## config.mk

```make
export PLATFORM = sky130hd
export DESIGN_NAME = mac_table_with_aging_unit
export DESIGN_NICKNAME = d
export VERILOG_FILES = /design/src/hw/rtl/mtwa_pkg.sv /design/src/hw/rtl/mac_table_with_aging_unit.sv /design/src/hw/rtl/mtwa_front.sv /design/src/hw/rtl/mtwa_back.sv
export SDC_FILE = /design/constraint.sdc
export NUM_CORES = 2
export LEC_CHECK = 0
export ABC_CLOCK_PERIOD_IN_PS = 13900
export BUFFER_PORTS_ARGS = -buffer_cell sky130_fd_sc_hd__buf_2
export CORE_UTILIZATION = 40
export CTS_BUF_LIST = sky130_fd_sc_hd__clkbuf_8 sky130_fd_sc_hd__clkbuf_16
export CTS_CLUSTER_SIZE = 24
export DETAILED_ROUTE_END_ITERATION = 12
export GPL_ROUTABILITY_DRIVEN = 0
export HOLD_SLACK_MARGIN = 0.02
export PLACE_DENSITY = 0.67
export SLEW_MARGIN = 20
export SYNTH_ARGS = -nofsm -noshare
export SYNTH_HDL_FRONTEND = slang
export SYNTH_SLANG_ARGS = --single-unit
```

## constraint.sdc

```tcl
create_clock -name clk -period 13.9 [get_ports clk]
set_clock_uncertainty 0.05 [all_clocks]
set_input_delay 1.39 -clock clk [delete_from_list [all_inputs] [get_ports clk]]
set_output_delay 1.39 -clock clk [all_outputs]
set_load 0.02 [all_outputs]
```

## src/hw/rtl/mtwa_pkg.sv

```systemverilog
// Shared types and constants for the station address table with ageing.
`timescale 1ns / 1ps
`default_nettype none

package mtwa_pkg;

  localparam logic [1:0] MODE_HB    = 2'd0;
  localparam logic [1:0] MODE_SWEEP = 2'd1;
  localparam logic [1:0] MODE_COUNT = 2'd2;

  localparam logic [2:0] EV_MATCHED   = 3'd0;
  localparam logic [2:0] EV_ADDED     = 3'd1;
  localparam logic [2:0] EV_FULL      = 3'd2;
  localparam logic [2:0] EV_UNCHANGED = 3'd3;
  localparam logic [2:0] EV_OFFLINE   = 3'd4;
  localparam logic [2:0] EV_EXPIRED   = 3'd5;
  localparam logic [2:0] EV_COUNT     = 3'd6;

  localparam logic REG_OFFLINE_IDX = 1'b0;
  localparam logic REG_REMOVE_IDX  = 1'b1;

  localparam logic [31:0] OFFLINE_LIMIT_RST = 32'd15000;
  localparam logic [31:0] REMOVE_LIMIT_RST  = 32'd60000;

  localparam int unsigned QDEPTH = 2;

  typedef enum logic [1:0] {
    OP_HB,
    OP_SWEEP,
    OP_COUNT
  } op_t;

  typedef enum logic [1:0] {
    ST_IDLE,
    ST_RD,
    ST_EV,
    ST_FIN
  } state_t;

  typedef struct packed {
    op_t         op;
    logic [47:0] mac;
    logic [31:0] now;
    logic [31:0] stamp;
  } cmd_t;

endpackage

`default_nettype wire

```

## src/hw/rtl/mac_table_with_aging_unit.sv

```systemverilog
// Station address table with ageing: top level, register port and checks.
// Each command scans every slot through the table memory read port: a read, then an evaluate state.
// Heartbeat and count: one result, registered in the finish state after the last slot.
// Sweep: TABLE_ENTRIES results, one per slot; a stalled result register holds the scan.
// A 2-deep command queue lets input beats arrive while the scanner works.
// Reset clears slot valid bits, offline marks and queue at once; no clearing pass.
`timescale 1ns / 1ps
`default_nettype none

module mac_table_with_aging_unit #(
  parameter int unsigned TABLE_ENTRIES = 16
) (
  input  wire logic         clk,
  input  wire logic         rst_n,
  input  wire logic         in_valid,
  output logic              in_stall,
  input  wire logic [1:0]   in_mode,
  input  wire logic [47:0]  in_mac,
  input  wire logic [31:0]  in_now_ms,
  output logic              out_valid,
  input  wire logic         out_stall,
  output logic [2:0]        out_event_res,
  output logic [3:0]        out_slot,
  output logic [47:0]       out_entry_mac,
  output logic [31:0]       out_age_ms,
  output logic [4:0]        out_active_count,
  output logic              out_last,
  input  wire logic         psel,
  input  wire logic         penable,
  input  wire logic         pwrite,
  input  wire logic [2:0]   paddr,
  input  wire logic [31:0]  pwdata,
  output logic [31:0]       prdata,
  output logic              pready
);
  import mtwa_pkg::*;

  logic [31:0] offline_r;
  logic [31:0] remove_r;
  logic        cfg_wr;
  logic        cmd_valid;
  logic        cmd_pop;
  cmd_t        cmd;

  assign pready = 1'b1;
  assign cfg_wr = psel && penable && pwrite && pready;

  always_comb begin
    case (paddr[2])
      REG_OFFLINE_IDX: prdata = offline_r;
      REG_REMOVE_IDX:  prdata = remove_r;
      default:         prdata = 32'd0;
    endcase
  end

  always_ff @(posedge clk) begin
    if (!rst_n) begin
      offline_r <= OFFLINE_LIMIT_RST;
      remove_r  <= REMOVE_LIMIT_RST;
    end else if (cfg_wr) begin
      case (paddr[2])
        REG_OFFLINE_IDX: offline_r <= pwdata;
        REG_REMOVE_IDX:  remove_r  <= pwdata;
        default:         offline_r <= offline_r;
      endcase
    end
  end

  mtwa_front u_front (
    .clk       (clk),
    .rst_n     (rst_n),
    .in_valid  (in_valid),
    .in_stall  (in_stall),
    .in_mode   (in_mode),
    .in_mac    (in_mac),
    .in_now_ms (in_now_ms),
    .cmd_valid (cmd_valid),
    .cmd       (cmd),
    .cmd_pop   (cmd_pop)
  );

  mtwa_back #(
    .TABLE_ENTRIES (TABLE_ENTRIES)
  ) u_back (
    .clk              (clk),
    .rst_n            (rst_n),
    .cmd_valid        (cmd_valid),
    .cmd              (cmd),
    .cmd_pop          (cmd_pop),
    .offline_limit    (offline_r),
    .remove_limit     (remove_r),
    .out_valid        (out_valid),
    .out_stall        (out_stall),
    .out_event_res    (out_event_res),
    .out_slot         (out_slot),
    .out_entry_mac    (out_entry_mac),
    .out_age_ms       (out_age_ms),
    .out_active_count (out_active_count),
    .out_last         (out_last)
  );

`ifndef SYNTHESIS
  a_reset_clean: assert property (@(posedge clk)
    !rst_n |=> (!in_stall && !out_valid))
    else $error("queue or result register not empty after reset");

  a_single_last: assert property (@(posedge clk) disable iff (!rst_n)
    (out_valid && (out_event_res == EV_MATCHED || out_event_res == EV_ADDED ||
                   out_event_res == EV_FULL || out_event_res == EV_COUNT)) |-> out_last)
    else $error("single-beat result without last");

  a_full_blank: assert property (@(posedge clk) disable iff (!rst_n)
    (out_valid && out_event_res == EV_FULL) |->
      (out_slot == 4'd0 && out_entry_mac == 48'd0 && out_age_ms == 32'd0))
    else $error("table full beat carries slot data");

  a_count_only: assert property (@(posedge clk) disable iff (!rst_n)
    (out_valid && out_event_res != EV_COUNT) |-> (out_active_count == 5'd0))
    else $error("active count on a non-count beat");
`endif

endmodule

`default_nettype wire

```

## src/hw/rtl/mtwa_front.sv

```systemverilog
// Front end: accepts input beats, classifies them and queues commands.
`timescale 1ns / 1ps
`default_nettype none

module mtwa_front (
  input  wire logic         clk,
  input  wire logic         rst_n,
  input  wire logic         in_valid,
  output logic              in_stall,
  input  wire logic [1:0]   in_mode,
  input  wire logic [47:0]  in_mac,
  input  wire logic [31:0]  in_now_ms,
  output logic              cmd_valid,
  output mtwa_pkg::cmd_t    cmd,
  input  wire logic         cmd_pop
);
  import mtwa_pkg::*;

  cmd_t       q_r [QDEPTH];
  logic       wr_ptr_r, wr_ptr_nxt;
  logic       rd_ptr_r, rd_ptr_nxt;
  logic [1:0] cnt_r, cnt_nxt;
  logic       keep;
  logic       push;
  cmd_t       cls;

  always_comb begin
    keep      = 1'b1;
    cls.op    = OP_HB;
    cls.mac   = in_mac;
    cls.now   = in_now_ms;
    cls.stamp = (in_now_ms == 32'd0) ? 32'd1 : in_now_ms;
    case (in_mode)
      MODE_HB:    cls.op = OP_HB;
      MODE_SWEEP: cls.op = OP_SWEEP;
      MODE_COUNT: cls.op = OP_COUNT;
      default:    keep = 1'b0;
    endcase
  end

  assign in_stall  = (cnt_r == 2'(QDEPTH));
  assign push      = in_valid && !in_stall && keep;
  assign cmd_valid = (cnt_r != 2'd0);
  assign cmd       = q_r[rd_ptr_r];

  always_comb begin
    wr_ptr_nxt = push ? ~wr_ptr_r : wr_ptr_r;
    rd_ptr_nxt = cmd_pop ? ~rd_ptr_r : rd_ptr_r;
    cnt_nxt    = cnt_r + 2'(push) - 2'(cmd_pop);
  end

  always_ff @(posedge clk) begin
    if (!rst_n) begin
      wr_ptr_r <= 1'b0;
      rd_ptr_r <= 1'b0;
      cnt_r    <= 2'd0;
    end else begin
      wr_ptr_r <= wr_ptr_nxt;
      rd_ptr_r <= rd_ptr_nxt;
      cnt_r    <= cnt_nxt;
    end
  end

  always_ff @(posedge clk) begin
    if (push) begin
      q_r[wr_ptr_r] <= cls;
    end
  end

endmodule

`default_nettype wire

```

## src/hw/rtl/mtwa_back.sv

```systemverilog
// Back end: slot scanner over the address table, result register.
`timescale 1ns / 1ps
`default_nettype none

module mtwa_back #(
  parameter int unsigned TABLE_ENTRIES = 16
) (
  input  wire logic         clk,
  input  wire logic         rst_n,
  input  wire logic         cmd_valid,
  input  wire mtwa_pkg::cmd_t cmd,
  output logic              cmd_pop,
  input  wire logic [31:0]  offline_limit,
  input  wire logic [31:0]  remove_limit,
  output logic              out_valid,
  input  wire logic         out_stall,
  output logic [2:0]        out_event_res,
  output logic [3:0]        out_slot,
  output logic [47:0]       out_entry_mac,
  output logic [31:0]       out_age_ms,
  output logic [4:0]        out_active_count,
  output logic              out_last
);
  import mtwa_pkg::*;

  localparam int unsigned IW = (TABLE_ENTRIES > 1) ? $clog2(TABLE_ENTRIES) : 1;
  localparam int unsigned CW = $clog2(TABLE_ENTRIES + 1);
  localparam logic [IW-1:0] IDX_LAST = IW'(TABLE_ENTRIES - 1);

  function automatic logic [3:0] slot_of(input logic [IW-1:0] i);
    logic [IW+3:0] e;
    e = {4'b0, i};
    return e[3:0];
  endfunction

  function automatic logic [4:0] count_of(input logic [CW-1:0] c);
    logic [CW+4:0] e;
    e = {5'b0, c};
    return e[4:0];
  endfunction

  logic [47:0] mac_mem [TABLE_ENTRIES];
  logic [31:0] ls_mem  [TABLE_ENTRIES];

  state_t                   state_r, state_nxt;
  cmd_t                     cur_r;
  logic [IW-1:0]            idx_r;
  logic [TABLE_ENTRIES-1:0] valid_r;
  logic [TABLE_ENTRIES-1:0] mark_r;
  logic                     found_r, free_r;
  logic [IW-1:0]            found_idx_r, free_idx_r;
  logic [CW-1:0]            cnt_r;
  logic [47:0]              rd_mac_r;
  logic [31:0]              rd_ls_r;
  logic                     out_valid_r;
  logic [2:0]               ev_r;
  logic [3:0]               slot_r;
  logic [47:0]              mac_r;
  logic [31:0]              age_r;
  logic [4:0]               acnt_r;
  logic                     last_r;

  logic          can_load, at_last;
  logic          rd_en, eval_en, sweep_load, fin_load, out_load, wr_en;
  logic          seen, hit, expire, go_off, young;
  logic [31:0]   age;
  logic [IW-1:0] wr_addr;
  logic [2:0]    res_ev;
  logic [3:0]    res_slot;
  logic [47:0]   res_mac;
  logic [31:0]   res_age;
  logic [4:0]    res_cnt;
  logic          res_last;

  assign can_load = !out_valid_r || !out_stall;
  assign at_last  = (idx_r == IDX_LAST);

  always_comb begin
    state_nxt = state_r;
    case (state_r)
      ST_IDLE: if (cmd_valid) state_nxt = ST_RD;
      ST_RD:   state_nxt = ST_EV;
      ST_EV: begin
        if (cur_r.op == OP_SWEEP) begin
          if (can_load) state_nxt = at_last ? ST_IDLE : ST_RD;
        end else begin
          state_nxt = at_last ? ST_FIN : ST_RD;
        end
      end
      ST_FIN:  if (can_load) state_nxt = ST_IDLE;
      default: state_nxt = ST_IDLE;
    endcase
  end

  always_comb begin
    cmd_pop    = 1'b0;
    rd_en      = 1'b0;
    eval_en    = 1'b0;
    sweep_load = 1'b0;
    fin_load   = 1'b0;
    case (state_r)
      ST_IDLE: cmd_pop = cmd_valid;
      ST_RD:   rd_en = 1'b1;
      ST_EV: begin
        eval_en    = (cur_r.op != OP_SWEEP) || can_load;
        sweep_load = (cur_r.op == OP_SWEEP) && can_load;
      end
      ST_FIN:  fin_load = can_load;
      default: cmd_pop = 1'b0;
    endcase
  end

  assign out_load = sweep_load || fin_load;
  assign wr_en    = fin_load && (cur_r.op == OP_HB) && (found_r || free_r);
  assign wr_addr  = found_r ? found_idx_r : free_idx_r;

  always_comb begin
    seen   = valid_r[idx_r];
    age    = cur_r.now - rd_ls_r;
    hit    = seen && (rd_mac_r == cur_r.mac);
    expire = seen && (age >= remove_limit);
    go_off = seen && !expire && (age >= offline_limit) && !mark_r[idx_r];
    young  = seen && (age < offline_limit);
  end

  always_comb begin
    res_ev   = EV_UNCHANGED;
    res_slot = 4'd0;
    res_mac  = 48'd0;
    res_age  = 32'd0;
    res_cnt  = 5'd0;
    res_last = 1'b1;
    if (state_r == ST_EV) begin
      res_ev   = expire ? EV_EXPIRED : (go_off ? EV_OFFLINE : EV_UNCHANGED);
      res_slot = slot_of(idx_r);
      res_mac  = seen ? rd_mac_r : 48'd0;
      res_age  = seen ? age : 32'd0;
      res_last = at_last;
    end else begin
      case (cur_r.op)
        OP_HB: begin
          if (found_r) begin
            res_ev   = EV_MATCHED;
            res_slot = slot_of(found_idx_r);
            res_mac  = cur_r.mac;
          end else if (free_r) begin
            res_ev   = EV_ADDED;
            res_slot = slot_of(free_idx_r);
            res_mac  = cur_r.mac;
          end else begin
            res_ev = EV_FULL;
          end
        end
        OP_COUNT: begin
          res_ev  = EV_COUNT;
          res_cnt = count_of(cnt_r);
        end
        default: res_ev = EV_UNCHANGED;
      endcase
    end
  end

  always_ff @(posedge clk) begin
    if (!rst_n) begin
      state_r     <= ST_IDLE;
      idx_r       <= '0;
      valid_r     <= '0;
      mark_r      <= '0;
      found_r     <= 1'b0;
      free_r      <= 1'b0;
      cnt_r       <= '0;
      out_valid_r <= 1'b0;
    end else begin
      state_r <= state_nxt;
      if (cmd_pop) begin
        idx_r   <= '0;
        found_r <= 1'b0;
        free_r  <= 1'b0;
        cnt_r   <= '0;
      end else if (eval_en) begin
        if (!at_last) idx_r <= idx_r + IW'(1);
        if (cur_r.op == OP_HB) begin
          if (hit && !found_r) found_r <= 1'b1;
          if (!seen && !free_r) free_r <= 1'b1;
        end
        if ((cur_r.op == OP_COUNT) && young) cnt_r <= cnt_r + CW'(1);
      end
      if (sweep_load) begin
        if (expire) begin
          valid_r[idx_r] <= 1'b0;
          mark_r[idx_r]  <= 1'b0;
        end else if (go_off) begin
          mark_r[idx_r] <= 1'b1;
        end
      end
      if (wr_en && !found_r) valid_r[free_idx_r] <= 1'b1;
      if (out_load) out_valid_r <= 1'b1;
      else if (!out_stall) out_valid_r <= 1'b0;
    end
  end

  always_ff @(posedge clk) begin
    if (cmd_pop) cur_r <= cmd;
    if (eval_en && (cur_r.op == OP_HB)) begin
      if (hit && !found_r) found_idx_r <= idx_r;
      if (!seen && !free_r) free_idx_r <= idx_r;
    end
    if (out_load) begin
      ev_r   <= res_ev;
      slot_r <= res_slot;
      mac_r  <= res_mac;
      age_r  <= res_age;
      acnt_r <= res_cnt;
      last_r <= res_last;
    end
  end

  always_ff @(posedge clk) begin
    if (wr_en) begin
      mac_mem[wr_addr] <= cur_r.mac;
      ls_mem[wr_addr]  <= cur_r.stamp;
    end
    if (rd_en) begin
      rd_mac_r <= mac_mem[idx_r];
      rd_ls_r  <= ls_mem[idx_r];
    end
  end

  assign out_valid        = out_valid_r;
  assign out_event_res    = ev_r;
  assign out_slot         = slot_r;
  assign out_entry_mac    = mac_r;
  assign out_age_ms       = age_r;
  assign out_active_count = acnt_r;
  assign out_last         = last_r;

endmodule

`default_nettype wire

```

==> results.tsv <==
metric	value	unit
cts.repair.resized	0	
fmax	0.162	GHz
grt_max_degree	142	
drc	0	
die_x	436	um
hp-class	flop to flop	
grt_util_all_layers	18.7	%
clockRootBuffer	clkbuf_16	
critical_path_class	flop to flop	
crit_chain	inv_1, ha_1, inv_1, fa_1, a21o_1, a221oi_1, o21ai_0, a21oi_1, o21ai_0, a21oi_1, o21ai_0, xnor2_1, ha_1, a21o_1, a21o_1, a2111oi_2, a31oi_1, or3_1, and3_4, a221o_1	
ff2ff_setup_slack	7720	ps
synth-seq-cells	1917	
clk_pin_slew	60	ps
area_growth	14.1	%
power.total	0.0150	W
ff2ff_path_depth	20	
clk_path_buf_depth	3	
crit_start	u_back.cur_r[32]$_DFFE_PP_	
setup_viol	0	
synth_edf_count	1803	
vias_per_cell	5.53	
path_buf_inv	2	
avgSynthCellArea	19.6	sq um
overflow	0	
hold_buffers	0	
relSlewSlack	24.2	%
critical_path.endpoint	u_back.out_event_res[2]$_DFFE_PP_	
cts_tree	yes	
wl_per_cell	26.4	um
wl	179	mm
start_util	40.4	%
maxSlewViolCount	0	
h-tree-depth	4	
end_kind	flop	
via_count	37505	
topRoutingLayerUsed	met5	
wl_met1	72.3	mm
reg2reg_from	u_back.cur_r[32]$_DFFE_PP_	
rows	158	
seq_power_share	51.0	%
slowest_delay	710	ps
met3_length	9.86	mm
path_max_fanout	17	
io_pins	252	
cp.required	14420	ps
coreArea	0.186	sq mm
postRouteAntennaNets	0	
cp_top_family	compound AO/OA/AOI/OAI gates	
internal_power	0.0109	W
synthArstFlopShare	0	%
path_depth	20	
postSynthCellCount	3837	
ir_drop	0.000135	V
yosys_warnings	0	
switchingPower	0.00409	W
syn_nets	4064	
post-route-period-util	44.5	%
antenna_found_initial	24	
clock-sinks	1917	
dr.pass1.iters	5	
crit_path_start_kind	flop	
cp_slowest_cell	or3_1	
whs	405	ps
cts_buffers	187	
layout-drive-gt1-share	26.8	%
synth_ff_type	edfxtp_1	
r2r_end	u_back.out_event_res[2]$_DFFE_PP_	
die_h	436	um
rsz0062_at_grt	no	
grt_pass1_wl	259	mm
portBuffers	248	
post-route-min-period	6180	ps
outcome	finished, final reports clean	
grt_pass1_vias	37888	
power_frac_comb	14.8	%
hold_viol_final	0	
design.final.nets	4362	
power_density	175	mW/mm^2
ys_types	63	
cp.arrival	6700	ps
yosysSeqAreaShare	75.0	%
leakage	27.4	nW
post_cts_buffers	0	
swShare	27.3	%
clkLatencyLatePin	830	ps
clkPwrFrac	34.1	%
drv_cap	0	
drt-initial-drc-count	3504	
worstMarginPinSlew	1140	ps
dieArea	0.190	sq mm
syn_area	0.0752	sq mm
hpwl	95.7	mm
final.setup.tns	0	ps
wl_met2	92.6	mm
## final cells by class
class / instances / area, sq um
antenna: 8 / 20.0
clock buffer: 195 / 4830
tap: 2480 / 3100
multi-input combinational: 1574 / 17700
inverter: 143 / 542
sequential: 1917 / 56400
timing repair buffer: 312 / 1800
fill: 15482 / 100000
clock inverter: 158 / 1460
## kinds of logic after synthesis
kind of cell               count (synthesis)  synth area share [%]
other                                      1               0.00498
xor gates and xnor gates                  79                 0.920
adders and majority gates                103                  1.72
AOI/OAI and AO/OA                        375                  3.44
and+or+nand+nor                          481                  3.04
DFF                                     1917                  75.0
buffers and inverters                    346                  1.76
muxes                                    535                  14.1
## power groups by stage
stage	sequential [W]	clock (W)	combinational [W]
after floorplan	0.00759	0	0.00151
after global placement	0.00773	0	0.00220
after detailed placement	0.00778	0	0.00221
after CTS	0.00765	0.00521	0.00223
after global routing	0.00772	0.00542	0.00243
final	0.00766	0.00512	0.00223
## state kept, by name, indices dropped and copies added (netlist names), 16 cells and up, named ones only
signal and flops:
u_back.mac_mem 768, u_back.valid_r 16, u_front.q_r 228, u_back.rd_mac_r 48, u_back.rd_ls_r 32, u_back.out_age_ms 32, u_back.out_entry_mac 48, u_back.cur_r 114
remove_r 32, u_back.ls_mem 512, offline_r 32
## metrics by stage
step | instances | worst slack (ps) | utilization, % | area (sq um)
finish | 6787 | 7720 | 46.1 | 85900
global route | 6787 | 7380 | 46.1 | 85900
CTS | 6777 | 7800 | 46.1 | 85800
detailed placement | 6424 | 7870 | 42.7 | 79500
global placement | 6424 | 7850 | 42.7 | 79500
floorplan | 3837 | 6940 | - | 75200
## how the worst min path moves through the flow
stage,from,endpoint,depth (start not counted)
global placement,flop,flop,2
floorplan,flop,flop,2
detailed placement,flop,flop,2
global route,flop,flop,2
finish,flop,flop,2
CTS,flop,flop,2
## synth_stat cells, drive strengths merged, types with 27 or more instances
master,instances,area [sq um]
xnor2,55,482
and3,35,224
nand3,34,170
buf,46,200
nor2,68,255
o211ai,27,203
inv,143,537
a21boi,54,405
and2,33,206
clkbuf,157,589
mux2,115,1290
nand2,208,781
dfxtp,114,2280
edfxtp,1803,54100
nand4,30,188
a22o,48,420
ha,102,1280
o21ai,72,360
a21o,33,248
a21oi,60,300
mux4,410,9230
## layer usage
metal  vias to the layer above  GRT usage, %
li1                      16078             -
met1                     19879          24.4
met2                      1280          32.5
met3                       262          2.62
met4                         6          5.23
met5                         -             0
## tightest hold or removal path, cell delays in order (launching register included)
cell     delay, ps
dfxtp_1        310
inv_1           50
a21oi_1         50
## cells in the final DEF, fill, tap and decap left out, drive strengths merged, types with 7 or more instances in the layout
cell type and n:
dfxtp 114, a31oi 7, xnor2 55, o21a 10, nor2 68, nand4 30, nand2 208, edfxtp 1803
nand3 34, diode 8, a21oi 60, bufinv 21, o211ai 27, o22ai 14, and2 33, nor2b 14
o21ai 72, mux2i 10, clkinv 83, inv 191, and3 35, a21boi 54, nor3 16, xor2 24
a22o 48, mux2 115, mux4 410, nor3b 7, ha 102, a21o 33, clkbuf 196, buf 311
nand2b 10, nor4 14
(Power assumes the default switching activity.)
